--- config.mk ---
export PLATFORM = sky130hd
export DESIGN_NAME = mmpid_state_mem
export DESIGN_NICKNAME = d
export VERILOG_FILES = /design/src/hw/rtl/mmpid_pkg.sv /design/src/hw/rtl/mmpid_state_mem.sv
export SDC_FILE = /design/constraint.sdc
export NUM_CORES = 1
export LEC_CHECK = 0
export BUFFER_PORTS_ARGS = -buffer_cell sky130_fd_sc_hd__buf_2
export CAP_MARGIN = 5
export CELL_PAD_IN_SITES_DETAIL_PLACEMENT = 1
export CELL_PAD_IN_SITES_GLOBAL_PLACEMENT = 1
export CORE_MARGIN = 1.5
export CORE_UTILIZATION = 45
export CTS_CLUSTER_DIAMETER = 200
export DETAILED_ROUTE_END_ITERATION = 10
export GPL_ROUTABILITY_DRIVEN = 0
export PLACE_DENSITY_LB_ADDON = 0.25
export SKIP_LAST_GASP = 1
export SYNTH_ARGS = -nofsm -noshare
export SYNTH_HDL_FRONTEND = slang
export SYNTH_SLANG_ARGS = --single-unit
--- constraint.sdc ---
create_clock -name i_clk -period 11.4 [get_ports i_clk]
set_clock_uncertainty 0.05 [all_clocks]
set_input_delay 0.57 -clock i_clk [delete_from_list [all_inputs] [get_ports i_clk]]
set_output_delay 0.57 -clock i_clk [all_outputs]
set_load 0.005 [all_outputs]
--- src/hw/rtl/mmpid_pkg.sv ---
package mmpid_pkg;

    localparam int CHANNELS = 4;
    localparam int CH_W     = 2;

    // Product and quotient widths of the PID terms.
    localparam int PROD_W    = 49;
    localparam int DIV_MAG_W = 52;
    localparam int DIV_STEPS = 4;
    localparam int DIV_CYC   = DIV_MAG_W / DIV_STEPS;
    localparam int QUOT_W    = 50;
    localparam int PID_W     = 52;

    localparam logic [1:0] MODE_OFF      = 2'd0;
    localparam logic [1:0] MODE_POS      = 2'd1;
    localparam logic [1:0] MODE_SPEED    = 2'd2;
    localparam logic [1:0] MODE_POS_SPD  = 2'd3;

    localparam logic [1:0] CODE_IDLE     = 2'd0;
    localparam logic [1:0] CODE_REVERSE  = 2'd1;
    localparam logic [1:0] CODE_FORWARD  = 2'd2;
    localparam logic [1:0] CODE_BRAKE    = 2'd3;

    localparam logic [1:0] REG_MAX_DRIVE   = 2'd0;
    localparam logic [1:0] REG_INT_LIMIT   = 2'd1;
    localparam logic [1:0] REG_GOAL_WINDOW = 2'd2;
    localparam logic [1:0] REG_SPEED_SCALE = 2'd3;

    localparam logic [11:0] MAX_DRIVE_RST   = 12'd2600;
    localparam logic [15:0] INT_LIMIT_RST   = 16'd5500;
    localparam logic [9:0]  GOAL_WINDOW_RST = 10'd10;
    localparam logic [7:0]  SPEED_SCALE_RST = 8'd25;
    localparam logic signed [15:0] DIVISOR_RST = 16'sd100;

    typedef struct packed {
        logic signed [31:0] last_position;
        logic signed [31:0] last_error;
        logic signed [16:0] error_sum;
        logic signed [15:0] p_divisor;
        logic signed [15:0] i_divisor;
        logic signed [15:0] d_divisor;
        logic [11:0]        held_level;
        logic [1:0]         held_code;
    } t_chan_state;

    localparam t_chan_state STATE_RST = '{
        last_position: 32'sd0,
        last_error:    32'sd0,
        error_sum:     17'sd0,
        p_divisor:     DIVISOR_RST,
        i_divisor:     DIVISOR_RST,
        d_divisor:     DIVISOR_RST,
        held_level:    12'd0,
        held_code:     CODE_IDLE
    };

    function automatic logic signed [31:0] sat32(input logic signed [42:0] v);
        logic signed [31:0] res;
        if (v > 43'sh0_7FFF_FFFF) begin
            res = 32'sh7FFF_FFFF;
        end else if (v < -43'sh0_8000_0000) begin
            res = -32'sh8000_0000;
        end else begin
            res = v[31:0];
        end
        return res;
    endfunction

endpackage

--- src/hw/rtl/mmpid_state_mem.sv ---
module mmpid_state_mem
    import mmpid_pkg::*;
(
    input  logic              i_clk,
    input  logic              i_rst_n,
    input  logic              i_rd_en,
    input  logic [CH_W-1:0]   i_rd_addr,
    output t_chan_state       o_rd_data,
    input  logic              i_wr_en,
    input  logic [CH_W-1:0]   i_wr_addr,
    input  t_chan_state       i_wr_data
);

    t_chan_state           r_mem [CHANNELS];
    logic [CHANNELS-1:0]   r_vld;
    t_chan_state           r_rd_data;

    // An entry that was never written reads as its reset state.
    always_ff @(posedge i_clk) begin
        if (!i_rst_n) begin
            r_vld <= '0;
        end else if (i_wr_en) begin
            r_vld[i_wr_addr] <= 1'b1;
        end
    end

    always_ff @(posedge i_clk) begin
        if (i_wr_en) begin
            r_mem[i_wr_addr] <= i_wr_data;
        end
        if (i_rd_en) begin
            r_rd_data <= r_vld[i_rd_addr] ? r_mem[i_rd_addr] : STATE_RST;
        end
    end

    assign o_rd_data = r_rd_data;

endmodule

Word level (Yosys, flattened, before mapping)
Memory sizes are Yosys's and may differ from the RTL's. A register that Yosys moved wholly into a read port is not among the register bits.
Index checks and enable logic that the tools add are counted.
{ "word_totals": {"latchBits": 0, "word_cells": 14, "output_inout_bits": 143, "rom_bits": 0, "memories": 1, "inputBits": 151, "ramBits": 572, "ff_bits": 4} }
{ "mem_list": {"columns": ["memory", "depth", "width", "rd", "rd_clocked_by_memory_dff", "write_ports", "line", "text"], "rows": [
  ["r_mem", 4, 143, 1, 1, 1, "mmpid_state_mem.sv:14", "t_chan_state r_mem [CHANNELS];"]
]} }
{ "classes": {"shifts": 0, "mux": 6, "n_bitwise": 1, "n_div": 0, "eq_ne": 0, "n_mul": 0, "addsub": 0, "reduce_logical": 2, "order_cmp": 3} }
{ "ops": {"columns": ["op", "n"], "rows": [
  ["$lt A2 B3 Y1 const B", 2],
  ["$mux W1", 4],
  ["$or A4 B4 Y4", 1],
  ["$bmux W1 S2", 1],
  ["$demux W1 S2", 1],
  ["$ge A2 B1 Y1 const B", 1],
  ["$logic_and A1 B1 Y1", 1],
  ["$logic_not A1 Y1", 1]
]} }

Depth between registers and ports, before layout
{ "depth": {"word_depth": 5, "ltp_mapped": 5, "depth_no_buf": 2} }

Least setup slack after synthesis
No wires, ideal clock.
{ "synth_path": {"kind": "input to register", "start": "input i_wr_addr[0]", "end": "memory r_mem[0][0] (netlist name), enable pin", "path_slack_ns": -0.508, "required_time_ns": 10.495, "t_arrival_ns": 11.002, "path_buffers": 0, "setup_time_ns": 0.855, "path_stages": 1, "path_cell_list": "nor3b_1"} }
{ "synth_lines": {"columns": ["element", "line", "text"], "rows": [
  ["from (decl)", "mmpid_state_mem.sv:10", "input logic [CH_W-1:0] i_wr_addr,"],
  ["to (decl)", "mmpid_state_mem.sv:14", null]
]} }
No word-level cell before the write port.

Worst setup path in the final report
{ "layout_path": {"start": "input i_rd_addr[0]", "end": "register o_rd_data[94] (netlist name)"} }
{ "layout_via": {"elab_chain_cells": 3} }
{ "layout_lines": {"columns": ["element", "line", "text"], "rows": [
  ["from (decl)", "mmpid_state_mem.sv:7", "input logic [CH_W-1:0] i_rd_addr,"],
  ["$bmux W1 S2", "mmpid_state_mem.sv:32", "r_rd_data <= r_vld[i_rd_addr] ? r_mem[i_rd_addr] : STATE_RST;"],
  ["$mux W1 (implied by the code)", "mmpid_state_mem.sv:32", null],
  ["$logic_not A1 Y1 (no source line)", null, null]
]} }
Parallel ways exist; a longest one is shown, timed or not. The select of a mux whose other input is x is not followed.
A chain may end at the register's enable or synchronous reset.

==> summary.json <==
{
  "largest_net_degree_at_the_start_of_global_routing": 145,
  "routed_wl_mm": 53.63,
  "area_growth_syn_to_layout_pct": 18.06,
  "power.leakage_uw": 0.01053,
  "synth-adder-area-share_pct": 0,
  "finalSetupViolCount": 0,
  "vdd.ir_drop.worst_uv": 142.4,
  "tritoncts.num_buffers": 77,
  "timing.final.hold_violations": 0,
  "cts_htree_levels": 3,
  "report.final.slew_viol_count": 0,
  "grt_pass1_vias": 12610,
  "avgViaCountPerCell": 5.277,
  "grt_pass1_wl_mm": 80.47,
  "synth-seq-cells": 719,
  "timing.critical_path.to_type": "register",
  "synthTopCellsByArea": "edfxtp_1, mux4_2, and2_1",
  "post-route-cell-area_sq_um": 30740,
  "detailedRoute.firstIterationViolations": 643,
  "yosys-mux-area-fraction_pct": 12.45,
  "die_width_microns": 243.6,
  "pwr_density_cell_nw_per_um2": 186.3,
  "std_cell_rows": 87,
  "via_count": 11710,
  "hold_buffers": 0,
  "fin_crit_sh_pct": 25.52,
  "synthesis.area_sq_um": 26040,
  "min_delay_path_depth": 1,
  "fmax_ghz": 0.3438,
  "unrepaired_setup_endpoints_after_global_routing": "false",
  "yosysWarningCount": 0,
  "design.die.area_sq_um": 59320,
  "grt_overflow_total": 0,
  "postSynthAreaPerCell_sq_um": 24.54,
  "synthesized_area_fraction_occupied_by_xor_and_xnor_cells_pct": 0,
  "slew-limit-headroom_pct": 28.42,
  "worstMarginPinSlew_ns": 1.074,
  "postPlaceCellArea_sq_um": 28340,
  "timing.critical_path.required_ns": 11.69,
  "cts_tree": "yes",
  "synth.net_count": 1212,
  "grt_util_all_layers_pct": 18.36,
  "postRouteAntennaNets": 0,
  "floorplan.initialDensity_pct": 45.83,
  "timing_worst_setup_path_type": "input port to register",
  "post-synth-top-area-fraction_pct": 82.45,
  "cap_viol_max_count": 0,
  "synth-compound-area-share_pct": 0.1153,
  "total_setup_buffers_inserted_after_cts": 0,
  "hpwl_mm": 28.21,
  "synth_seq_area_share_pct": 82.76,
  "yosysUniqueCellTypes": 13,
  "cts.reportedPaths.clkPinSlew_ns": 0.05,
  "run_status": "finished, final reports clean",
  "final_period_minus_worst_setup_slack_ns": 2.909,
  "initial_antenna_violation_count": 13,
  "core_area_sq_um": 56820,
  "cts.sinks": 719,
  "post_synth_inst_count": 1061,
  "cts-root-buf": "clkbuf_16",
  "worst_skew_pair.late_latency_ns": 0.61,
  "critical_path.max_fanout": 80,
  "nets": 1548,
  "timing.setup.tns_ns": 0,
  "worst_hold_path_type": "input port to register",
  "largest_buffer_count_on_any_clock_path": 3,
  "synth_top_family_by_area": "multiplexers",
  "port_buffers": 293,
  "post_route_cells_drive_above_1_share_pct": 38.26,
  "synthDominantAreaCellType": "edfxtp_1",
  "remaining_drc_errors": 0,
  "worst-r2r-cell-count": 3,
  "io-pin-count": 294,
  "synth_simple_gate_area_share_pct": 3.556,
  "post_cts_resize_count": 0,
  "drt_pre_antenna_iters": 5,
  "die_h_microns": 243.6,
  "cp_data_arrival_time_ns": 3.20,
  "crit_path_start_kind": "input port",
  "drt-wirelength-per-cell_microns": 24.18
}
[routing by layer]
layer	GRT usage (%)	part of all wire [%]	up-vias
met5	0	0.21	-
met4	5.320	1.6	18
met3	5.387	7.5	85
met2	29.27	49	329
met1	24.71	41	6198
li1	-	-	5075
[path summary, 6_finish.rpt]
path / from / endpoint / slack (ns)
min: i_wr_data[77] / r_mem[3][77] / 0.12
max: i_rd_addr[0] / o_rd_data[94] / 8.49
min reg2reg: r_vld[2] / r_vld[2] / 0.41
max reg2reg: r_vld[3] / o_rd_data[94] / 8.87
[worst max-delay path, stage by stage]
cell	delay, ns
buf_8	0.54
mux4_4	1.13
buf_4	0.57
and2_1	0.29
[flip-flops by register name, summed over array words and instances (netlist names)]
register,count
o_rd_data,143
r_mem,572
r_vld,4
[per-stage QoR]
step / hold WS, ns / power, uW / setup slack (ns) / cells / util (%)
floorplan: 0.3854 / 3295 / 4.675 / 1061 / -
global placement: 0.3918 / 3419 / 7.735 / 2074 / 49.88
detailed placement: 0.4012 / 3437 / 7.699 / 2074 / 49.88
CTS: 0.07889 / 5814 / 8.374 / 2212 / 54.08
global route: 0.09912 / 5923 / 8.202 / 2212 / 54.08
finish: 0.1246 / 5728 / 8.491 / 2218 / 54.10
[layout by cell type, fill, tap and decap left out, types with 2 or more instances in the layout]
cell type,instances
edfxtp_1,715
dfxtp_1,4
and2_1,134
and3b_4,2
clkinv_1,20
buf_12,4
clkinv_2,13
clkbuf_16,80
diode_2,6
buf_6,2
buf_4,7
nand2b_1,9
inv_6,3
clkinvlp_4,3
bufinv_16,4
mux4_2,143
clkbuf_1,13
buf_2,290
o21a_1,4
[Yosys cell counts]
| cell type | count |
|---|---|
| buf_6 | 9 |
| dfxtp_1 | 4 |
| buf_2 | 16 |
| and3b_1 | 2 |
| mux4_2 | 144 |
| and3_1 | 1 |
| nand2b_1 | 9 |
| o21a_1 | 4 |
| clkbuf_1 | 15 |
| edfxtp_1 | 715 |
| and2_1 | 134 |
| buf_4 | 7 |
| nor3b_1 | 1 |
[power breakdown]
part / internal [uW] / total (uW) / switching (uW)
combinational: 128 / 282 / 153
sequential: 3060 / 3090 / 34.9
clock: 1370 / 2360 / 985
total: 4560 / 5730 / 1170
[final cells by class]
type | instances | area (sq um)
Clock buffer | 93 | 2051
Timing Repair Buffer | 304 | 1622
Fill cell | 4999 | 26080
Sequential cell | 719 | 21550
Clock inverter | 45 | 334.1
Tap cell | 756 | 945.9
Antenna cell | 6 | 15.01
Multi-Input combinational cell | 295 | 4225
[kinds of logic after synthesis]
| kind of cell | count (synthesis) |
|---|---|
| AOI/OAI and AO/OA | 4 |
| muxes | 144 |
| and+or+nand+nor | 147 |
| DFF | 719 |
| buffers and inverters | 47 |
Note: power is estimated with default switching activity, not from simulation.
