File: src/hw/rtl/mmpid_pkg.sv
package mmpid_pkg;

    localparam int CHANNELS = 4;
    localparam int CH_W     = 2;

    // Product and quotient widths of the PID terms.
    localparam int PROD_W    = 49;
    localparam int DIV_MAG_W = 52;
    localparam int DIV_STEPS = 4;
    localparam int DIV_CYC   = DIV_MAG_W / DIV_STEPS;
    localparam int QUOT_W    = 50;
    localparam int PID_W     = 52;

    localparam logic [1:0] MODE_OFF      = 2'd0;
    localparam logic [1:0] MODE_POS      = 2'd1;
    localparam logic [1:0] MODE_SPEED    = 2'd2;
    localparam logic [1:0] MODE_POS_SPD  = 2'd3;

    localparam logic [1:0] CODE_IDLE     = 2'd0;
    localparam logic [1:0] CODE_REVERSE  = 2'd1;
    localparam logic [1:0] CODE_FORWARD  = 2'd2;
    localparam logic [1:0] CODE_BRAKE    = 2'd3;

    localparam logic [1:0] REG_MAX_DRIVE   = 2'd0;
    localparam logic [1:0] REG_INT_LIMIT   = 2'd1;
    localparam logic [1:0] REG_GOAL_WINDOW = 2'd2;
    localparam logic [1:0] REG_SPEED_SCALE = 2'd3;

    localparam logic [11:0] MAX_DRIVE_RST   = 12'd2600;
    localparam logic [15:0] INT_LIMIT_RST   = 16'd5500;
    localparam logic [9:0]  GOAL_WINDOW_RST = 10'd10;
    localparam logic [7:0]  SPEED_SCALE_RST = 8'd25;
    localparam logic signed [15:0] DIVISOR_RST = 16'sd100;

    typedef struct packed {
        logic signed [31:0] last_position;
        logic signed [31:0] last_error;
        logic signed [16:0] error_sum;
        logic signed [15:0] p_divisor;
        logic signed [15:0] i_divisor;
        logic signed [15:0] d_divisor;
        logic [11:0]        held_level;
        logic [1:0]         held_code;
    } t_chan_state;

    localparam t_chan_state STATE_RST = '{
        last_position: 32'sd0,
        last_error:    32'sd0,
        error_sum:     17'sd0,
        p_divisor:     DIVISOR_RST,
        i_divisor:     DIVISOR_RST,
        d_divisor:     DIVISOR_RST,
        held_level:    12'd0,
        held_code:     CODE_IDLE
    };

    function automatic logic signed [31:0] sat32(input logic signed [42:0] v);
        logic signed [31:0] res;
        if (v > 43'sh0_7FFF_FFFF) begin
            res = 32'sh7FFF_FFFF;
        end else if (v < -43'sh0_8000_0000) begin
            res = -32'sh8000_0000;
        end else begin
            res = v[31:0];
        end
        return res;
    endfunction

endpackage

File: src/hw/rtl/mmpid_div.sv
module mmpid_div
    import mmpid_pkg::*;
(
    input  logic                     i_clk,
    input  logic                     i_rst_n,
    input  logic                     i_start,
    input  logic signed [PROD_W-1:0] i_dividend,
    input  logic signed [15:0]       i_divisor,
    output logic                     o_done,
    output logic signed [QUOT_W-1:0] o_quot
);

    localparam int CNT_W = $clog2(DIV_CYC + 1);

    logic [DIV_MAG_W-1:0] r_n;
    logic [17:0]          r_rem;
    logic [16:0]          r_d;
    logic                 r_neg;
    logic [CNT_W-1:0]     r_cnt;
    logic                 r_busy;
    logic                 r_done;

    logic [DIV_MAG_W-1:0] n_n;
    logic [17:0]          n_rem;
    logic [PROD_W-1:0]    a_mag;
    logic [16:0]          d_mag;

    always_comb begin
        a_mag = i_dividend[PROD_W-1] ? PROD_W'(-i_dividend) : PROD_W'(i_dividend);
        d_mag = i_divisor[15] ? 17'(-{i_divisor[15], i_divisor})
                              : 17'({i_divisor[15], i_divisor});
    end

    // Restoring division, several quotient bits per cycle.
    always_comb begin
        n_n   = r_n;
        n_rem = r_rem;
        for (int k = 0; k < DIV_STEPS; k++) begin
            n_rem = {n_rem[16:0], n_n[DIV_MAG_W-1]};
            n_n   = {n_n[DIV_MAG_W-2:0], 1'b0};
            if (n_rem >= {1'b0, r_d}) begin
                n_rem  = n_rem - {1'b0, r_d};
                n_n[0] = 1'b1;
            end
        end
    end

    always_ff @(posedge i_clk) begin
        if (!i_rst_n) begin
            r_busy <= 1'b0;
            r_done <= 1'b0;
            r_cnt  <= '0;
        end else begin
            r_done <= 1'b0;
            if (r_busy) begin
                r_n   <= n_n;
                r_rem <= n_rem;
                r_cnt <= r_cnt - CNT_W'(1);
                if (r_cnt == CNT_W'(1)) begin
                    r_busy <= 1'b0;
                    r_done <= 1'b1;
                end
            end else if (i_start) begin
                r_n   <= DIV_MAG_W'(a_mag);
                r_rem <= '0;
                r_d   <= d_mag;
                r_neg <= i_dividend[PROD_W-1] ^ i_divisor[15];
                r_cnt <= CNT_W'(DIV_CYC);
                r_busy <= 1'b1;
            end
        end
    end

    assign o_done = r_done;
    assign o_quot = r_neg ? QUOT_W'(-r_n[QUOT_W-1:0]) : QUOT_W'(r_n[QUOT_W-1:0]);

endmodule

File: config.mk
export PLATFORM = sky130hd
export DESIGN_NAME = mmpid_div
export DESIGN_NICKNAME = d
export VERILOG_FILES = /design/src/hw/rtl/mmpid_pkg.sv /design/src/hw/rtl/mmpid_div.sv
export SDC_FILE = /design/constraint.sdc
export NUM_CORES = 1
export LEC_CHECK = 0
export BUFFER_PORTS_ARGS = -buffer_cell sky130_fd_sc_hd__buf_2
export CORE_UTILIZATION = 45
export CTS_CLUSTER_DIAMETER = 30
export DETAILED_ROUTE_END_ITERATION = 8
export GPL_ROUTABILITY_DRIVEN = 1
export PLACE_DENSITY = 0.67
export SLEW_MARGIN = 25
export SYNTH_ARGS = -nofsm -noshare
export SYNTH_HDL_FRONTEND = slang
export SYNTH_SLANG_ARGS = --single-unit
File: constraint.sdc
create_clock -name i_clk -period 26.9 [get_ports i_clk]
set_input_delay 8.07 -clock i_clk [delete_from_list [all_inputs] [get_ports i_clk]]
set_output_delay 8.07 -clock i_clk [all_outputs]
set_load 0.005 [all_outputs]
Yosys cells after proc, flatten, opt, wreduce, memory -nomap -nowiden
Cells that the tools add are included.
{"block": "classes", "eq_ne": 1, "bitwise_logic": 2, "n_mux": 21, "add_sub_neg": 8, "n_reduce_logical": 4, "magnitude_cmp": 4}
{"cell": "$mux 52", "count": 2}
{"cell": "$mux 17", "count": 6}
{"cell": "$ge 18x17->1", "count": 4}
{"cell": "$sub 17x17->17", "count": 4}
{"cell": "$mux 50", "count": 1}
{"cell": "$neg 50->50", "count": 1}
{"cell": "$mux 49", "count": 1}
{"cell": "$neg 49->49", "count": 1}
{"cell": "$neg 17->17", "count": 1}
{"cell": "$mux 15", "count": 1}
{"cell": "$mux 1", "count": 8}
{"cell": "$mux 4", "count": 2}
{"cell": "$eq 4x1->1 const B", "count": 1}
{"cell": "$reduce_and 2->1", "count": 2}
{"cell": "$sub 4x1->4 const B", "count": 1}
{"cell": "$reduce_and 3->1", "count": 1}
{"cell": "$reduce_bool 2->1", "count": 1}
{"cell": "$not 1->1", "count": 1}
{"cell": "$xor 1x1->1", "count": 1}
{"block": "totals", "ff_bits": 93, "input_bits": 68, "out_inout_bits": 51}

Longest topological paths before layout
Gate-level depths: netlist of the first run.
{"block": "logic_depth", "depth_word": 9, "ltp_mapped": 49, "depth_no_buf": 43}

Worst setup path after synthesis of the first run
Ideal clock, no wire load.
{"block": "synth_timing", "path_type": "in2reg", "from": "input port i_rst_n", "to": "register r_n[0] (enable)", "setup_time_ns": 0.498, "setup_slack_ns": 15.337, "arrival_ns": 11.066, "stages": 2, "path_buffers": 0, "cell_sequence": "inv_1 > nor2_1"}
{"block": "synth_via", "elab_chain_len": 1}
{"item": "from (decl)", "line": "mmpid_div.sv:5", "text": "input logic i_rst_n,"}
{"item": "$reduce_and 2->1 (no line)"}
{"item": "to (signal assigned)", "line": "mmpid_div.sv:56", "text": "r_n <= n_n;"}
{"item": "to (signal assigned)", "line": "mmpid_div.sv:64", "text": "r_n <= DIV_MAG_W'(a_mag);"}
{"item": "to (decl)", "line": "mmpid_div.sv:15", "text": "logic [DIV_MAG_W-1:0] r_n;"}
No other way between the ends.
A chain may end at the register's enable or synchronous reset.

Worst setup path after layout of the first run
{"block": "layout_timing", "from": "register r_n[2]", "to": "output port o_quot[37]"}
{"block": "layout_via", "elab_chain_len": 2}
{"item": "$neg 50->50", "line": "mmpid_div.sv:75", "text": "assign o_quot = r_neg ? QUOT_W'(-r_n[QUOT_W-1:0]) : QUOT_W'(r_n[QUOT_W-1:0]);"}
{"item": "$mux 50", "line": "mmpid_div.sv:75"}
{"item": "to (decl)", "line": "mmpid_div.sv:10", "text": "output logic signed [QUOT_W-1:0] o_quot"}
No other way between the ends.

==> results of run 1 <==
[synth_stat cells (20+ instances only)]
library cell | number | area share (%)
nand2_1 | 137 | 5.1
o21ai_0 | 118 | 5.9
xnor2_1 | 103 | 9.0
edfxtp_1 | 87 | 26
ha_1 | 73 | 9.1
inv_1 | 58 | 2.2
a21oi_1 | 53 | 2.6
xor2_1 | 53 | 4.6
nor2_1 | 44 | 1.6
clkbuf_1 | 41 | 1.5
nand3_1 | 31 | 1.5
o31ai_1 | 31 | 2.3
nor2b_1 | 23 | 1.4
nor3_1 | 23 | 1.1
or3_1 | 23 | 1.4
mux2i_1 | 20 | 2.0
[cell type report]
| class | count | share of cell area [%] |
|---|---|---|
| clock inverter | 5 | 0.480 |
| timing repair buffer | 127 | 5.91 |
| sequential | 93 | 24.4 |
| clock buffer | 11 | 2.46 |
| tap | 280 | 3.13 |
| inverter | 58 | 1.94 |
| multi-input combinational | 993 | 61.6 |
[routing by layer]
layer,track usage [%],part of all wire [%],vias to the layer above
met3,3.52,6.8,39
li1,-,-,4606
met5,0,0,-
met4,6.25,1.6,0
met2,38.5,44,315
met1,35.9,48,4341
[worst max-delay path by stage]
stage,startpoint,to,slack (ps),depth (start not counted)
after global placement,i_dividend[14],r_n[46],15080,11
after detailed placement,i_dividend[14],r_n[46],15060,11
after CTS,r_n[2],o_quot[37],14860,10
final,r_n[2],o_quot[37],14820,10
after global routing,r_n[51],r_rem[15],14260,39
after floorplan,i_rst_n,r_n[0],15340,2
[per-stage QoR]
stage	area, um^2	setup WS [ps]	instances	hold slack [ps]
2_1_floorplan	10000	15340	1188	445
3_3_place_gp	10900	15080	1551	479
3_5_place_dp	10900	15060	1551	473
4_1_cts	11200	14860	1567	492
5_1_grt	11200	14260	1567	528
6_report	11200	14820	1567	497
[state kept, by name, indices dropped and copies added (netlist names)]
register  cells
r_n          52
r_d          17
r_rem        17
r_cnt         4
o_done        1
r_busy        1
r_neg         1
[logic make-up after synthesis]
kind of cell / share of synthesized area, %
and+or+nand+nor: 19.5
DFF: 27.3
xor gates and xnor gates: 13.6
other: 0.0375
buffers and inverters: 3.87
muxes: 2.90
AOI/OAI and AO/OA: 22.8
adders and majority gates: 9.92
==> results.txt, run 1 <==
Ratio of final minimum period to clock period: 44.9%
Setup violators final: 0
Post-Synthesis Mean Instance Area: 8.43 um^2
Residual DRC: 0
Initial antenna violation count: 0
Vias per inst: 5.94
Starting DRT DRC Count: 883
Syn Inst Count: 1,188
Yosys warning count: 0
Area grow syn2layout: 11.9%
H-tree levels: 3
Multi-input logic area: 0.00690 mm^2
Reg area: 0.00274 mm^2
Vias in the first global route: 8,557
Clock skew: 10.4 ps
Commonest non-fill, non-tap cell in the layout: nand2_1
Starting Density: 45.9%
DRT Pass-1 Iters: 5
All-Layer GR Usage: 24.8%
Worst-path cell chain: or3_1, nor4_1, nand3_1, nor3_1, nand2_1, or4_1, or2_2, o41ai_1, xnor2_1, buf_2
Post-cts sizing count: 0
R2r setup slk: 15,270 ps
Die Y: 151 um
Wire per inst: 17.7 um
Hold endpoint: o_done
Final Critical Period: 12,080 ps
Hold_sp: r_cnt[3]
Worst-margin pin slew: 935 ps
Outcome: complete, no violations
Worst Setup End Kind: output pin
Worst slew margin relative to its limit: 37.6%
Clk buf depth: 2
Fillers: 2,094
# port buffers: 118
Mapped Nets: 1,333
Max_cap viols: 0
Worst hold stages: 1
First-pass GRT wire length: 44,200 um
CTS tree: built
Detailed Route WL: 27,700 um
Critical Path RT: 18,830 ps
Worst-path clk slew: 80 ps
Fmax: 0.0828 GHz
Post-synth EDFFs: 87
CTS Hold Bufs: 0
Gr ovfl total: 0
Most frequent cells in the layout: 137 x nand2_1, 118 x o21ai_0, 118 x buf_2, 103 x xnor2_1, 87 x edfxtp_1
Die Area: 0.0228 mm^2
Crit path max-delay family: simple AND/OR/NAND/NOR gates
Final #Nets: 1,427
Core outline area: 0.0218 mm^2
N_diodes: 0
Setup CP Type: flop to output pin
Hold Crit Class: flop to flop
Register area share after synthesis: 27.3%
Critical path buffers and inverters: 1
Largest net degree at the start of global routing: 119
Top-Level Pins: 119
Worst R2R Path Depth: 40
Maximum fanout along the worst path: 5
RSZ-0062 raised after global routing: false
Util after Layout: 51.3%
Setup bufs post-CTS: 0
CTS buffer count: 9
CTS Root Cell: clkbuf_16
Critical path startpoint category: flop
Synth Cell Area: 0.0100 mm^2
TNS Setup: 0 ps
Ys flop type: edfxtp_1
Layout cells sized above 1: 14.0%
Routed Antenna Nets: 0
Worst R2R Start: r_n[51]
Final Hold Viols: 0
Vias: 9,301
Max incr delay on CP: 520 ps
Global placer's final weighted congestion: 0.969
Ys async rst share: 0%
FF-to-FF End: r_rem[14]
Cell variety after synth: 70
Num rows: 54
Seq cells post-synth: 93
Slowest cell on crit path: or4_1
Hpwl dp: 21,700 um
Critical path arrival: 4010 ps
Slew Limit Fails: 0
Clk_lat worst skew: 360 ps
Sinks on Clock Net: 93
Die X: 151 um
Power of run 1 is not shown: default switching activity piles up to over one toggle a cycle in this logic, so the estimate is an artifact.
==> run 2: changes to the inputs <==
Clock period 26.9 ns to 11.53 ns, I/O delays scaled along.
==> run 2 against run 1 <==
Final cell count grew 0.89%. Sequential share of layout area shrank 0.18 points. Flip-flop and latch count is the same. Critical path type is now flop to flop. Highest routed layer unchanged. Largest cell class unchanged. Critical path depth grew 29.
==> results.txt, run 2 (same netlist as run 1, synthesis figures left out) <==
CTS Hold Bufs: 0
Place WS: 693 ps
Final Non-Filler Cells: 1,581
Inst Count DP: 1,564
Clk buf depth: 2
CTS tree: built
Clk_lat worst skew: 370 ps
Final Hold Viols: 0
Critical path arrival: 10,840 ps
FF-to-FF End: r_rem[1]
First-pass GRT wire length: 46,800 um
Worst-margin pin slew: 929 ps
Worst hold stages: 1
Critical Path RT: 11,640 ps
Num rows: 54
Slew Limit Fails: 0
Worst R2R Path Depth: 39
CTS Root Cell: clkbuf_16
CTS buffer count: 9
Hold endpoint: o_done
Routed Antenna Nets: 0
Hold_sp: r_cnt[3]
Setup violators final: 0
Area grow syn2layout: 12.7%
Hold Crit Class: flop to flop
Setup bufs post-CTS: 0
Commonest non-fill, non-tap cell in the layout: nand2_1
Post-cts sizing count: 0
Sinks on Clock Net: 93
Worst R2R Start: r_d[1]
R2r setup slk: 800 ps
Maximum fanout along the worst path: 18
DRT Pass-1 Iters: 5
# port buffers: 118
Fmax: 0.0932 GHz
Layout cells sized above 1: 14.8%
Core outline area: 0.0218 mm^2
Die Y: 151 um
Gr ovfl total: 0
TNS Setup: 0 ps
RSZ-0062 raised after global routing: false
H-tree levels: 3
Clock skew: 17.6 ps
Largest net degree at the start of global routing: 119
Hpwl dp: 23,500 um
Worst-path clk slew: 80 ps
Starting Density: 45.9%
Starting DRT DRC Count: 777
CP dominant cell by count: buf_4
Global placer's final weighted congestion: 0.971
Max_cap viols: 0
All-Layer GR Usage: 26.9%
Worst Setup End Kind: flop
Critical path startpoint category: flop
Max reg flops: 52
Outcome: complete, no violations
Slowest cell on crit path: or4_1
Ratio of final minimum period to clock period: 93.1%
Largest regs: r_n: 52 flops, r_d: 17 flops, r_rem: 17 flops
Die Area: 0.0228 mm^2
Largest reg by FF count: r_n
Die X: 151 um
Vias in the first global route: 8,781
Top-Level Pins: 119
Vias per inst: 6.01
Final Critical Period: 10,730 ps
Initial antenna violation count: 1
Worst slew margin relative to its limit: 38.1%
Max incr delay on CP: 590 ps
Most frequent cells in the layout: 137 x nand2_1, 118 x o21ai_0, 118 x buf_2, 103 x xnor2_1, 87 x edfxtp_1
Vias: 9,503
Residual DRC: 0
Wire per inst: 18.9 um
Detailed Route WL: 29,800 um
Fillers: 2,106
Setup ws final: 798 ps
Final #Nets: 1,440
Setup CP Type: flop to flop
==> run 2: cell types whose count changed in the layout (fill, tap and decap cells not counted), sizes merged <==
cell | before | now
bufinv | 0 | 1
inv | 61 | 60
clkinvlp | 0 | 1
clkbuf | 11 | 10
diode | 0 | 1
buf | 127 | 140
==> run 2: per-stage QoR <==
stage          utilization, %  area (um^2)  hold WS [ps]
6_report                 51.7        11300           493
5_1_grt                  51.7        11300           528
4_1_cts                  51.6        11300           483
3_5_place_dp             50.2        11000           474
3_3_place_gp             50.2        11000           469
2_1_floorplan               -        10000           445
==> run 2: layout make-up <==
type	instances	area, um^2	share of cell area [%]
Clock buffer	10	229	2.03
Sequential cell	93	2740	24.3
Multi-Input combinational cell	993	6900	61.2
Antenna cell	1	2.50	0.0222
Inverter	58	218	1.93
Tap cell	280	350	3.11
Clock inverter	6	82.6	0.732
Timing Repair Buffer	140	759	6.73
==> run 2: how the worst max path moves through the flow <==
stage            start         to  cells past startpoint
4_1_cts         r_d[1]   r_rem[1]                     38
2_1_floorplan  r_n[51]  r_rem[13]                     46
6_report        r_d[1]   r_rem[1]                     39
5_1_grt         r_d[1]  r_rem[10]                     40
3_3_place_gp    r_d[1]   r_rem[1]                     40
3_5_place_dp    r_d[1]   r_rem[1]                     38
==> run 2: worst max-delay path, delay by kind of cell (launching register included) <==
| kind | cells | cell delay (ps) |
|---|---|---|
| AOI/OAI and AO/OA | 16 | 4120 |
| DFF | 1 | 440 |
| and+or+nand+nor | 9 | 2040 |
| muxes | 3 | 920 |
| adders and majority gates | 4 | 1620 |
| buffers and inverters | 7 | 1310 |
==> run 2: metal layers <==
| layer | global-route usage [%] | vias up | routed length, um |
|---|---|---|---|
| met5 | 0 | - | 0 |
| met4 | 10.4 | 0 | 928 |
| met2 | 40.9 | 327 | 13300 |
| met1 | 38.4 | 4483 | 13800 |
| li1 | - | 4631 | - |
| met3 | 3.58 | 62 | 1870 |
Power of run 2 is left out for the same reason.
